<file path="src/rtl/core/nva_pkg.sv">
// ----------------------------------------------------------------------------
// nva_pkg
// Shared codes and types for the note voice allocator.
// ----------------------------------------------------------------------------
package nva_pkg;

   localparam int NOTE_W     = 7;
   localparam int MODE_W     = 2;
   localparam int SLOTCFG_W  = 4;
   localparam int MASK_W     = 8;
   localparam int CSR_IDX_W  = 2;
   localparam int CSR_DATA_W = 4;

   localparam logic [MODE_W-1:0] MODE_DIRECT = 2'd0;
   localparam logic [MODE_W-1:0] MODE_FIRST  = 2'd1;
   localparam logic [MODE_W-1:0] MODE_RR     = 2'd2;

   localparam logic FUNC_ASSIGN = 1'b0;
   localparam logic FUNC_CLEAR  = 1'b1;

   localparam logic [CSR_IDX_W-1:0] CSR_CHAIN_MODE   = 2'd0;
   localparam logic [CSR_IDX_W-1:0] CSR_SLOTS_IN_USE = 2'd1;

   typedef struct packed {
      logic              busy;
      logic [NOTE_W-1:0] note;
   } entry_type;

endpackage

</file>
<file path="src/rtl/core/note_voice_allocator_top.sv">
// ----------------------------------------------------------------------------
// note_voice_allocator_top
// Polyphonic voice allocator: note-on takes free slots, note-off frees them.
// ----------------------------------------------------------------------------
// Pulse start while busy is low to hand in one note event (req_func, req_note).
// Slot state (busy flag and note) lives in a one-port-read synchronous RAM that
// is scanned one slot per cycle; an event visits up to n slots from accept to
// the response strobe, n being the active slot count (fewer when first-available
// or round-robin stops early; none when nothing is searched). Busy drops
// in the cycle the response is shown, so the next event can be accepted then.
// The response is on rsp_* for exactly one cycle with rsp_valid high and must
// be captured then; the receiver cannot stall the block. Config writes are
// always accepted (csr_ready is tied high) and must only occur while idle.
// ----------------------------------------------------------------------------
module note_voice_allocator_top
   import nva_pkg::*;
#(
   parameter int NUM_SLOTS = 8
) (
   input  logic                  clock,
   input  logic                  reset,
   input  logic                  start,
   output logic                  busy,
   input  logic                  req_func,
   input  logic [NOTE_W-1:0]     req_note,
   output logic                  rsp_valid,
   output logic                  rsp_success,
   output logic [MASK_W-1:0]     rsp_slot_mask,
   input  logic                  csr_valid,
   output logic                  csr_ready,
   input  logic [CSR_IDX_W-1:0]  csr_index,
   input  logic [CSR_DATA_W-1:0] csr_data
);

   localparam int SW = (NUM_SLOTS > 1) ? $clog2(NUM_SLOTS) : 1;
   localparam int CW = $clog2(NUM_SLOTS + 1);

   localparam logic ST_IDLE = 1'b0;
   localparam logic ST_SCAN = 1'b1;

   // slot RAM, entries read as free/zero until first written
   entry_type              slot_mem [NUM_SLOTS];
   entry_type              rd_ff;
   logic [NUM_SLOTS-1:0]   written_ff, written_in;

   logic                   state_ff, state_in;
   logic [MODE_W-1:0]      mode_ff, mode_in;
   logic [SLOTCFG_W-1:0]   slots_ff, slots_in;
   logic [SW-1:0]          last_slot_ff, last_slot_in;
   logic                   last_valid_ff, last_valid_in;

   logic                   func_ff, func_in;
   logic [NOTE_W-1:0]      note_ff, note_in;
   logic [CW-1:0]          n_ff, n_in;
   logic                   down_ff, down_in;
   logic [SW-1:0]          addr_ff, addr_in;
   logic [CW-1:0]          left_ff, left_in;
   logic                   pend_ff, pend_in;
   logic [SW-1:0]          eval_ff, eval_in;
   logic [MASK_W-1:0]      mask_ff, mask_in;
   logic                   succ_ff, succ_in;

   logic                   rsp_valid_ff, rsp_valid_in;
   logic                   rsp_success_ff, rsp_success_in;
   logic [MASK_W-1:0]      rsp_mask_ff, rsp_mask_in;

   logic [CW-1:0]          n_cur;
   logic [CW-1:0]          rr_next;
   logic [SW-1:0]          start_slot;
   logic [CW-1:0]          start_left;
   logic                   accept;
   entry_type              ent;
   entry_type              wr_entry;
   logic                   hit;
   logic                   stop_now;
   logic                   issue;
   logic                   done_now;
   logic [CW-1:0]          addr_up;

   assign accept    = start && (state_ff == ST_IDLE);
   assign busy      = (state_ff != ST_IDLE);
   assign csr_ready = 1'b1;

   // active slot count, clamped to 1..NUM_SLOTS
   always_comb begin
      if (slots_ff == '0) begin
         n_cur = CW'(1);
      end else if (32'(slots_ff) > NUM_SLOTS) begin
         n_cur = CW'(NUM_SLOTS);
      end else begin
         n_cur = CW'(slots_ff);
      end
   end

   // first slot searched and number of slots to visit
   always_comb begin
      rr_next    = last_valid_ff ? CW'(last_slot_ff) + CW'(1) : '0;
      start_slot = '0;
      start_left = n_cur;
      down_in    = 1'b0;
      if (mode_ff == MODE_RR) begin
         if (req_func == FUNC_ASSIGN) begin
            start_slot = (rr_next >= n_cur) ? '0 : SW'(rr_next);
         end else begin
            down_in = 1'b1;
            if (!last_valid_ff) begin
               start_left = '0;
            end
            if (last_slot_ff == '0 || CW'(last_slot_ff) >= n_cur) begin
               start_slot = SW'(n_cur - CW'(1));
            end else begin
               start_slot = last_slot_ff - SW'(1);
            end
         end
      end else if (mode_ff != MODE_DIRECT && mode_ff != MODE_FIRST) begin
         start_left = '0;
      end
   end

   // evaluate the slot read last cycle
   always_comb begin
      ent = written_ff[eval_ff] ? rd_ff : '0;
      if (func_ff == FUNC_CLEAR) begin
         hit      = pend_ff && ent.busy && (ent.note == note_ff);
         wr_entry = '{busy: 1'b0, note: ent.note};
      end else begin
         hit      = pend_ff && !ent.busy;
         wr_entry = '{busy: 1'b1, note: note_ff};
      end
      stop_now = hit && (mode_ff != MODE_DIRECT);
      issue    = (left_ff != '0) && !stop_now;
      done_now = stop_now || (left_ff == '0);
      addr_up  = CW'(addr_ff) + CW'(1);
   end

   always_comb begin
      state_in       = state_ff;
      mode_in        = mode_ff;
      slots_in       = slots_ff;
      last_slot_in   = last_slot_ff;
      last_valid_in  = last_valid_ff;
      written_in     = written_ff;
      func_in        = func_ff;
      note_in        = note_ff;
      n_in           = n_ff;
      addr_in        = addr_ff;
      left_in        = left_ff;
      pend_in        = 1'b0;
      eval_in        = eval_ff;
      mask_in        = mask_ff;
      succ_in        = succ_ff;
      rsp_valid_in   = 1'b0;
      rsp_success_in = rsp_success_ff;
      rsp_mask_in    = rsp_mask_ff;

      if (csr_valid && csr_ready) begin
         unique case (csr_index)
            CSR_CHAIN_MODE:   mode_in  = csr_data[MODE_W-1:0];
            CSR_SLOTS_IN_USE: slots_in = csr_data[SLOTCFG_W-1:0];
            default: ;
         endcase
      end

      unique case (state_ff)
         ST_IDLE: begin
            if (accept) begin
               func_in  = req_func;
               note_in  = req_note;
               n_in     = n_cur;
               addr_in  = start_slot;
               left_in  = start_left;
               mask_in  = '0;
               succ_in  = 1'b0;
               state_in = ST_SCAN;
            end
         end
         ST_SCAN: begin
            if (hit) begin
               written_in[eval_ff] = 1'b1;
               mask_in             = mask_ff | (MASK_W'(1) << eval_ff);
               succ_in             = 1'b1;
               if (mode_ff == MODE_RR && func_ff == FUNC_ASSIGN) begin
                  last_slot_in  = eval_ff;
                  last_valid_in = 1'b1;
               end
            end
            if (issue) begin
               pend_in = 1'b1;
               eval_in = addr_ff;
               left_in = left_ff - CW'(1);
               if (down_ff) begin
                  addr_in = (addr_ff == '0) ? SW'(n_ff - CW'(1)) : addr_ff - SW'(1);
               end else begin
                  addr_in = (addr_up >= n_ff) ? '0 : SW'(addr_up);
               end
            end
            if (done_now) begin
               rsp_valid_in   = 1'b1;
               rsp_success_in = succ_in;
               rsp_mask_in    = mask_in;
               state_in       = ST_IDLE;
            end
         end
         default: state_in = ST_IDLE;
      endcase
   end

   // slot RAM: one read, one write per cycle; slots differ within an event
   always_ff @(posedge clock) begin
      if (state_ff == ST_SCAN && hit) begin
         slot_mem[eval_ff] <= wr_entry;
      end
      rd_ff <= slot_mem[addr_ff];
   end

   always_ff @(posedge clock) begin
      if (reset) begin
         state_ff      <= ST_IDLE;
         mode_ff       <= MODE_DIRECT;
         slots_ff      <= SLOTCFG_W'(1);
         last_slot_ff  <= '0;
         last_valid_ff <= 1'b0;
         written_ff    <= '0;
         pend_ff       <= 1'b0;
         rsp_valid_ff  <= 1'b0;
      end else begin
         state_ff      <= state_in;
         mode_ff       <= mode_in;
         slots_ff      <= slots_in;
         last_slot_ff  <= last_slot_in;
         last_valid_ff <= last_valid_in;
         written_ff    <= written_in;
         pend_ff       <= pend_in;
         rsp_valid_ff  <= rsp_valid_in;
      end
   end

   always_ff @(posedge clock) begin
      func_ff        <= func_in;
      note_ff        <= note_in;
      n_ff           <= n_in;
      down_ff        <= (state_ff == ST_IDLE) ? down_in : down_ff;
      addr_ff        <= addr_in;
      left_ff        <= left_in;
      eval_ff        <= eval_in;
      mask_ff        <= mask_in;
      succ_ff        <= succ_in;
      rsp_success_ff <= rsp_success_in;
      rsp_mask_ff    <= rsp_mask_in;
   end

   assign rsp_valid     = rsp_valid_ff;
   assign rsp_success   = rsp_success_ff;
   assign rsp_slot_mask = rsp_mask_ff;

endmodule

</file>
<file path="config.mk">
export PLATFORM = sky130hd
export DESIGN_NAME = note_voice_allocator_top
export DESIGN_NICKNAME = d
export VERILOG_FILES = /design/src/rtl/core/nva_pkg.sv /design/src/rtl/core/note_voice_allocator_top.sv
export SDC_FILE = /design/constraint.sdc
export NUM_CORES = 1
export LEC_CHECK = 0
export BUFFER_PORTS_ARGS = -buffer_cell sky130_fd_sc_hd__buf_2
export CAP_MARGIN = 20
export CORE_AREA = 2 2 117 90
export CTS_CLUSTER_SIZE = 25
export DETAILED_ROUTE_END_ITERATION = 8
export DIE_AREA = 0 0 119 92
export PLACE_DENSITY = 0.82
export SLEW_MARGIN = 20
export SYNTH_ARGS = -nofsm -noshare
export SYNTH_HDL_FRONTEND = slang
export SYNTH_SLANG_ARGS = --single-unit
</file>
<file path="constraint.sdc">
create_clock -name clock -period 2.71 [get_ports clock]
set_input_delay 0.542 -clock clock [delete_from_list [all_inputs] [get_ports clock]]
set_output_delay 0.542 -clock clock [all_outputs]
set_load 0.01 [all_outputs]
</file>
=== Word level (Yosys, flattened, before mapping) ===
Memories as Yosys holds them, arrays and structs flattened. A register that Yosys moved wholly into a read port is not among the register bits.
Index checks and enable logic that the tools add are counted.

* Bits in registers: 62
* Memory bits (writable): 64
* Input port bits: 18
* Output and inout bits: 12
* Word-level logic and storage cells: 115
* Memories kept: 1

* Add/subtract/negate cells: 7
* Magnitude comparators: 6
* Equality and inequality tests: 6
* Shift-type cells: 1
* Multiplexer cells: 41
* Bitwise gates (word level): 4
* Reductions and logical operators: 30

{| class="wikitable"
|+ Memory list
! memory !! depth !! width !! rd ports !! clocked after memory_dff !! write ports !! RTL line !! text
|-
| slot_mem || 8 || 8 || 1 || 1 || 1 || note_voice_allocator_top.sv:42 || <nowiki>entry_type slot_mem [NUM_SLOTS];</nowiki>
|}

{| class="wikitable"
|+ Operator list
! cell !! number
|-
| 4-bit two-way mux || 9
|-
| 8-bit two-way mux || 4
|-
| 3-bit two-way mux || 9
|-
| 8-bit OR || 2
|-
| 8-bit one-hot mux with 2 select lines || 1
|-
| 2-bit AND reduction || 7
|-
| 1-bit two-way mux || 12
|-
| 3-bit by 1-bit subtractor with 3-bit output, second input constant || 4
|-
| 1-bit logical AND || 10
|-
| 3-bit by 1-bit adder with 4-bit output, second input constant || 2
|-
| 4-bit greater-or-equal comparator || 2
|-
| 4-bit zero test || 2
|-
| 4-bit one-hot mux with 2 select lines || 1
|-
| 1-bit by 3-bit left shift with 8-bit output, first input constant || 1
|-
| 7-bit equality test || 1
|-
| 3-bit zero test || 2
|-
| 3-bit one-hot mux with 2 select lines || 1
|-
| 3-bit by 4-bit greater-or-equal comparator with 1-bit output || 1
|-
| 4-bit greater-than comparator, second input constant || 1
|-
| 3-bit by 4-bit less-than comparator with 1-bit output, second input constant || 1
|-
| 2-bit by 1-bit != test with 1-bit output, second input constant || 2
|-
| 1-bit one-hot mux with 2 select lines || 2
|-
| 4-bit nonzero test || 1
|-
| 4-bit by 1-bit subtractor with 4-bit output, second input constant || 1
|-
| other kinds (13) || 16
|}

=== Depth between registers and ports, before layout ===
* Depth in word-level cells: 11
* Mapped depth: 13
* Mapped depth without buffers: 13

=== Worst setup path before layout ===
OpenSTA, ideal clock, no wires.

* Kind: reg2reg
* Start: register addr_ff[1]
* End: register addr_ff[2], data pin
* Setup time: 264 ps
* Arrival time: 2187 ps
* Data required time: 2446 ps
* Path slack: 258 ps
* Cell stages (with the launch flop): 12
* Buffers on the path: 2
* Clock period less this slack: 2452 ps
* Cell sequence: edfxtp_1 > clkbuf_1 > buf_1 > inv_1 > ha_1 > nor2b_1 > mux2i_1 > ha_1 > xor2_1 > o21ai_0 > a32oi_1 > o21ai_0

* Cells in the longest elaborated chain, start to end: 6
* Elaborated cells between the ends (all ways): 9
* Classes of those cells: add/sub: 2; order compare: 1; mux: 5; reduce/logical: 1

{| class="wikitable"
|+ Ends and longest elaborated chain
! element !! RTL line !! text
|-
| start: declaration || note_voice_allocator_top.sv:56 || <nowiki>logic [SW-1:0] addr_ff, addr_in;</nowiki>
|-
| start signal: assignment || note_voice_allocator_top.sv:243 || <nowiki>addr_ff <= addr_in;</nowiki>
|-
| 3-bit by 1-bit adder with 4-bit output || note_voice_allocator_top.sv:133 || <nowiki>addr_up = CW'(addr_ff) + CW'(1);</nowiki>
|-
| 4-bit greater-or-equal comparator || note_voice_allocator_top.sv:194 || <nowiki>addr_in = (addr_up >= n_ff) ? '0 : SW'(addr_up);</nowiki>
|-
| 3-bit two-way mux || note_voice_allocator_top.sv:194 ||
|-
| 3-bit two-way mux (*) || note_voice_allocator_top.sv:191 || <nowiki>if (down_ff) begin</nowiki>
|-
| 3-bit two-way mux (*) || note_voice_allocator_top.sv:187 || <nowiki>if (issue) begin</nowiki>
|-
| 3-bit one-hot mux with 2 select lines (*) || note_voice_allocator_top.sv:164 || <nowiki>unique case (state_ff)</nowiki>
|-
| via addr_in[2] || note_voice_allocator_top.sv:56 ||
|}

Mark *: on every way through the listed nets, which the timed path passes. The rest lies on a longest branch. The select of a mux whose other input is x is not followed.
A chain may end at the register's enable or synchronous reset.

=== Worst setup path after layout ===
* Start: register note_ff[0]
* End: memory slot_mem[1][6] (netlist bit), enable pin

* Cells in the longest elaborated chain, start to end: 6

{| class="wikitable"
|+ Ends and longest elaborated chain
! element !! RTL line !! text
|-
| start: declaration || note_voice_allocator_top.sv:53 || <nowiki>logic [NOTE_W-1:0] note_ff, note_in;</nowiki>
|-
| start signal: assignment || note_voice_allocator_top.sv:240 || <nowiki>note_ff <= note_in;</nowiki>
|-
| 7-bit equality test || note_voice_allocator_top.sv:124 || <nowiki>hit = pend_ff && ent.busy && (ent.note == note_ff);</nowiki>
|-
| 1-bit logical AND || note_voice_allocator_top.sv:124 ||
|-
| 1-bit two-way mux || note_voice_allocator_top.sv:123 || <nowiki>if (func_ff == FUNC_CLEAR) begin</nowiki>
|-
| 1-bit logical AND || note_voice_allocator_top.sv:210 || <nowiki>if (state_ff == ST_SCAN && hit) begin</nowiki>
|-
| 1-bit two-way mux || note_voice_allocator_top.sv:210 ||
|-
| 1-bit two-way mux (not written as such) || note_voice_allocator_top.sv:211 || <nowiki>slot_mem[eval_ff] <= wr_entry;</nowiki>
|-
| end: declaration || note_voice_allocator_top.sv:42 ||
|}

No other way between the ends.

==> results.md <==
- Final hold vios: 0
- RSZ-0062 raised after global routing: true
- Starting Density: 0.587
- Worst Tran Pin Value: 0.878 ns
- Cell Pwr Density: 818 nW/um^2
- Synthesized flop and latch total: 134
- Worst reg2reg path depth: 7
- Skew final: 0.0120 ns
- Warnings from Yosys: 0
- TritonCTS clock tree: done
- Max Freq: 0.380 GHz
- Reg2Reg Launch Point: note_ff[0]
- Area grow syn2layout: 16.2%
- Routed wl met3: 861 um
- Slew headroom: 0.413
- Clock root cell: clkbuf_16
- Nets@finish: 475
- Rows: 32
- Routed vias: 3,426
- FF/Latch Area: 3730 um^2
- Non-Filler Instances: 588
- Largest net degree at the start of global routing: 19
- Worst R2R Setup Slack: 0.08 ns
- Critical path class: reg -> reg
- Chip Height: 92 um
- Total CTS buffers: 17
- DP Cell Count: 556
- Syn Area/Cell: 15.0 um^2
- Status: completed
- Hold_buf cts: 0
- CTS sink cnt: 134
- Seq/Total Area, Yosys: 0.638
- Die ar.: 10,900 um^2
- Max Slew Vio Count: 0
- Multi-input logic area: 1980 um^2
- Net Count, Synth: 427
- Routed wire length: 11,800 um
- H-Tree Depth: 4
- Crit-path max FO: 8
- Die Wd: 119 um
- Worst VDD drop: 459 uV
- Initial detailed-routing violation count: 305
- Fin crit share: 0.971
- Min-delay src: req_note[6]
- Ys async rst share: 0
- Max_cap viols: 0
- Antenna Violating Nets Remaining: 0
- Hold_ws: 0.303 ns
- Final HPWL DP: 7590 um
- Post-layout util: 0.682
- Mapped Cells: 391
- Most frequent cells in the layout: 105 x edfxtp_1, 28 x dfxtp_1, 28 x buf_2, 21 x nor2_1, 19 x inv_1
- GRT overflow: 0
- Fillers: 636
- Pre-Repair DR Iteration Count: 5
- Crit path time final: 2.63 ns
- Worst-Skew Late Latency: 0.42 ns
- Hold Path Cell Cnt: 1
- Startpoint types: flip-flop
- P_leak: 0.00253 uW
- Per-cell routed wire length: 20.0 um
- Reg clk slew, reported paths: 0.05 ns
- Power after layout: 5560 uW
- Uppermost layer routed: met4
- Share of cells above drive strength 1: 0.285
- Most common cell after layout, fill and taps aside: edfxtp_1
- Wl on met1: 5040 um
- # port buffers: 28
- Maximum root-to-sink buffer count: 2
- # diodes: 0
- IO Pins: 30
- Total Neg Setup Slack: 0 ns
- DRC: 0
- GP Congestion: 0.895
- Core Region: 9970 um^2
- Hold EP: note_ff[6]
- Final Setup Violations: 0
- CP required: 2.75 ns
- Vias in the first global route: 3,586
- First-pass GRT wire length: 18,900 um
- Post-synthesis cell type count: 51
- Worst Hold Class: in -> reg
- Initial antenna violation count: 0
- R2R Path End: slot_mem[1][6]
- Post-Synthesis Cell Area: 5850 um^2
- Vias per cell: 5.83
- Element type at the critical path end: flip-flop
- Critical path arrival: 2.67 ns
- Post-synth EDFFs: 105
- Met2 Wirelength: 5580 um
- Synth Flop Type: edfxtp_1
- GRT Resource Usage Total: 0.233
sequential cells by signal (all words and copies together), names as in the netlist, 2 cells and up:
| register | cells |
|---|---|
| addr_ff | 3 |
| eval_ff | 3 |
| last_slot_ff | 3 |
| left_ff | 4 |
| mask_ff | 8 |
| mode_ff | 2 |
| n_ff | 4 |
| note_ff | 7 |
| rd_ff | 8 |
| rsp_slot_mask | 8 |
| slot_mem | 64 |
| slots_ff | 4 |
| written_ff | 8 |
critical path, cell delays in order, from the launching register on:
cell      delay (ns)
edfxtp_1        0.43
xnor2_1         0.18
nand4_1         0.21
nor4_1          0.37
buf_4           0.19
mux2i_4         0.07
nand2b_4        0.20
nor2_1          0.60
layer usage:
metal	vias to the layer above	track usage
met5	-	0
met4	0	0.115
met3	26	0.0634
met2	155	0.358
met1	1672	0.308
li1	1573	-
worst max-delay path by stage:
| stage | from | to | slack (ns) | depth (start not counted) |
|---|---|---|---|---|
| after floorplan | addr_ff[1] | addr_ff[2] | 0.26 | 11 |
| after global placement | note_ff[4] | slot_mem[5][4] | 0.20 | 7 |
| after detailed placement | note_ff[2] | slot_mem[5][4] | 0.09 | 7 |
| after CTS | note_ff[0] | slot_mem[4][7] | 0.03 | 7 |
| after global routing | note_ff[0] | slot_mem[1][3] | -0.07 | 7 |
| final | note_ff[0] | slot_mem[1][6] | 0.08 | 7 |
layout make-up:
cell class / count / share of cell area
Clock buffer: 19 / 0.0637
Clock inverter: 13 / 0.0217
Inverter: 22 / 0.0121
Multi-Input combinational cell: 222 / 0.292
Sequential cell: 134 / 0.549
Tap cell: 136 / 0.0250
Timing Repair Buffer: 42 / 0.0361
synthesized netlist by cell type (2+ instances only):
cell type  number  share of area
ha_1           18          0.039
o22ai_1         4         0.0043
clkbuf_1        7         0.0045
or2_2           2         0.0021
a21oi_1         9         0.0077
nand4_1         3         0.0032
o22a_2          2         0.0034
nor3b_1         2         0.0026
o2bb2ai_1       8          0.012
or2_1           2         0.0021
inv_1          19          0.012
or2b_4          2         0.0038
mux2_1          3         0.0058
mux4_2         16          0.062
nand2b_1        2         0.0021
mux2i_1        11          0.019
o21bai_2        8          0.015
mux2_2          9          0.017
and3_2          2         0.0026
edfxtp_1      105           0.54
o21ai_0         8         0.0068
mux2i_4         2         0.0077
nor2_1         26          0.017
dfxtp_1        29          0.099
nor4_1          2         0.0021
buf_1           3         0.0019
nand2_1        14         0.0090
clkinv_1        3         0.0019
a211oi_1        2         0.0026
a22o_1          9          0.013
and2_1         13          0.014
nor3_1          6         0.0051
buf_4           2         0.0026
a21o_1          2         0.0026
xnor2_1        11          0.016
nor2b_1         5         0.0053
nand2b_4        4         0.0094
o211ai_1        2         0.0026
xor2_1          2         0.0030
what timing repair did:
item                                    in CTS  in global routing
pin swaps                                    0                  0
buffers inserted                             0                  0
gates resized for setup                      1                  7
cloned                                       0                  0
endpoints found under the setup margin       8                 34
where the power goes:
part | internal (uW) | switching (uW) | total, uW
Sequential | 2400 | 110 | 2510
Combinational | 371 | 432 | 803
Clock | 1370 | 879 | 2240
Total | 4140 | 1420 | 5560
kinds of logic (layout without fill, tap and decap cells):
kind of cell	after synthesis	count (layout)	share of synthesized area
AO/OA/AOI/OAI	59	59	0.0779
XOR/XNOR	13	13	0.0195
adder cells (fa/ha/maj)	18	18	0.0385
buffers and inverters	35	96	0.0250
flip-flops	134	134	0.638
multiplexers	42	42	0.114
other	1	1	0.000641
AND/OR/NAND/NOR	89	89	0.0864
metrics by stage:
| stage | instance area [um^2] | setup WS (ns) |
|---|---|---|
| final | 6800 | 0.0781 |
| after global routing | 6800 | -0.0698 |
| after CTS | 6780 | 0.0306 |
| after detailed placement | 6200 | 0.0890 |
| after global placement | 6200 | 0.198 |
| after floorplan | 5850 | 0.258 |
Note: power is estimated with default switching activity, not from simulation.
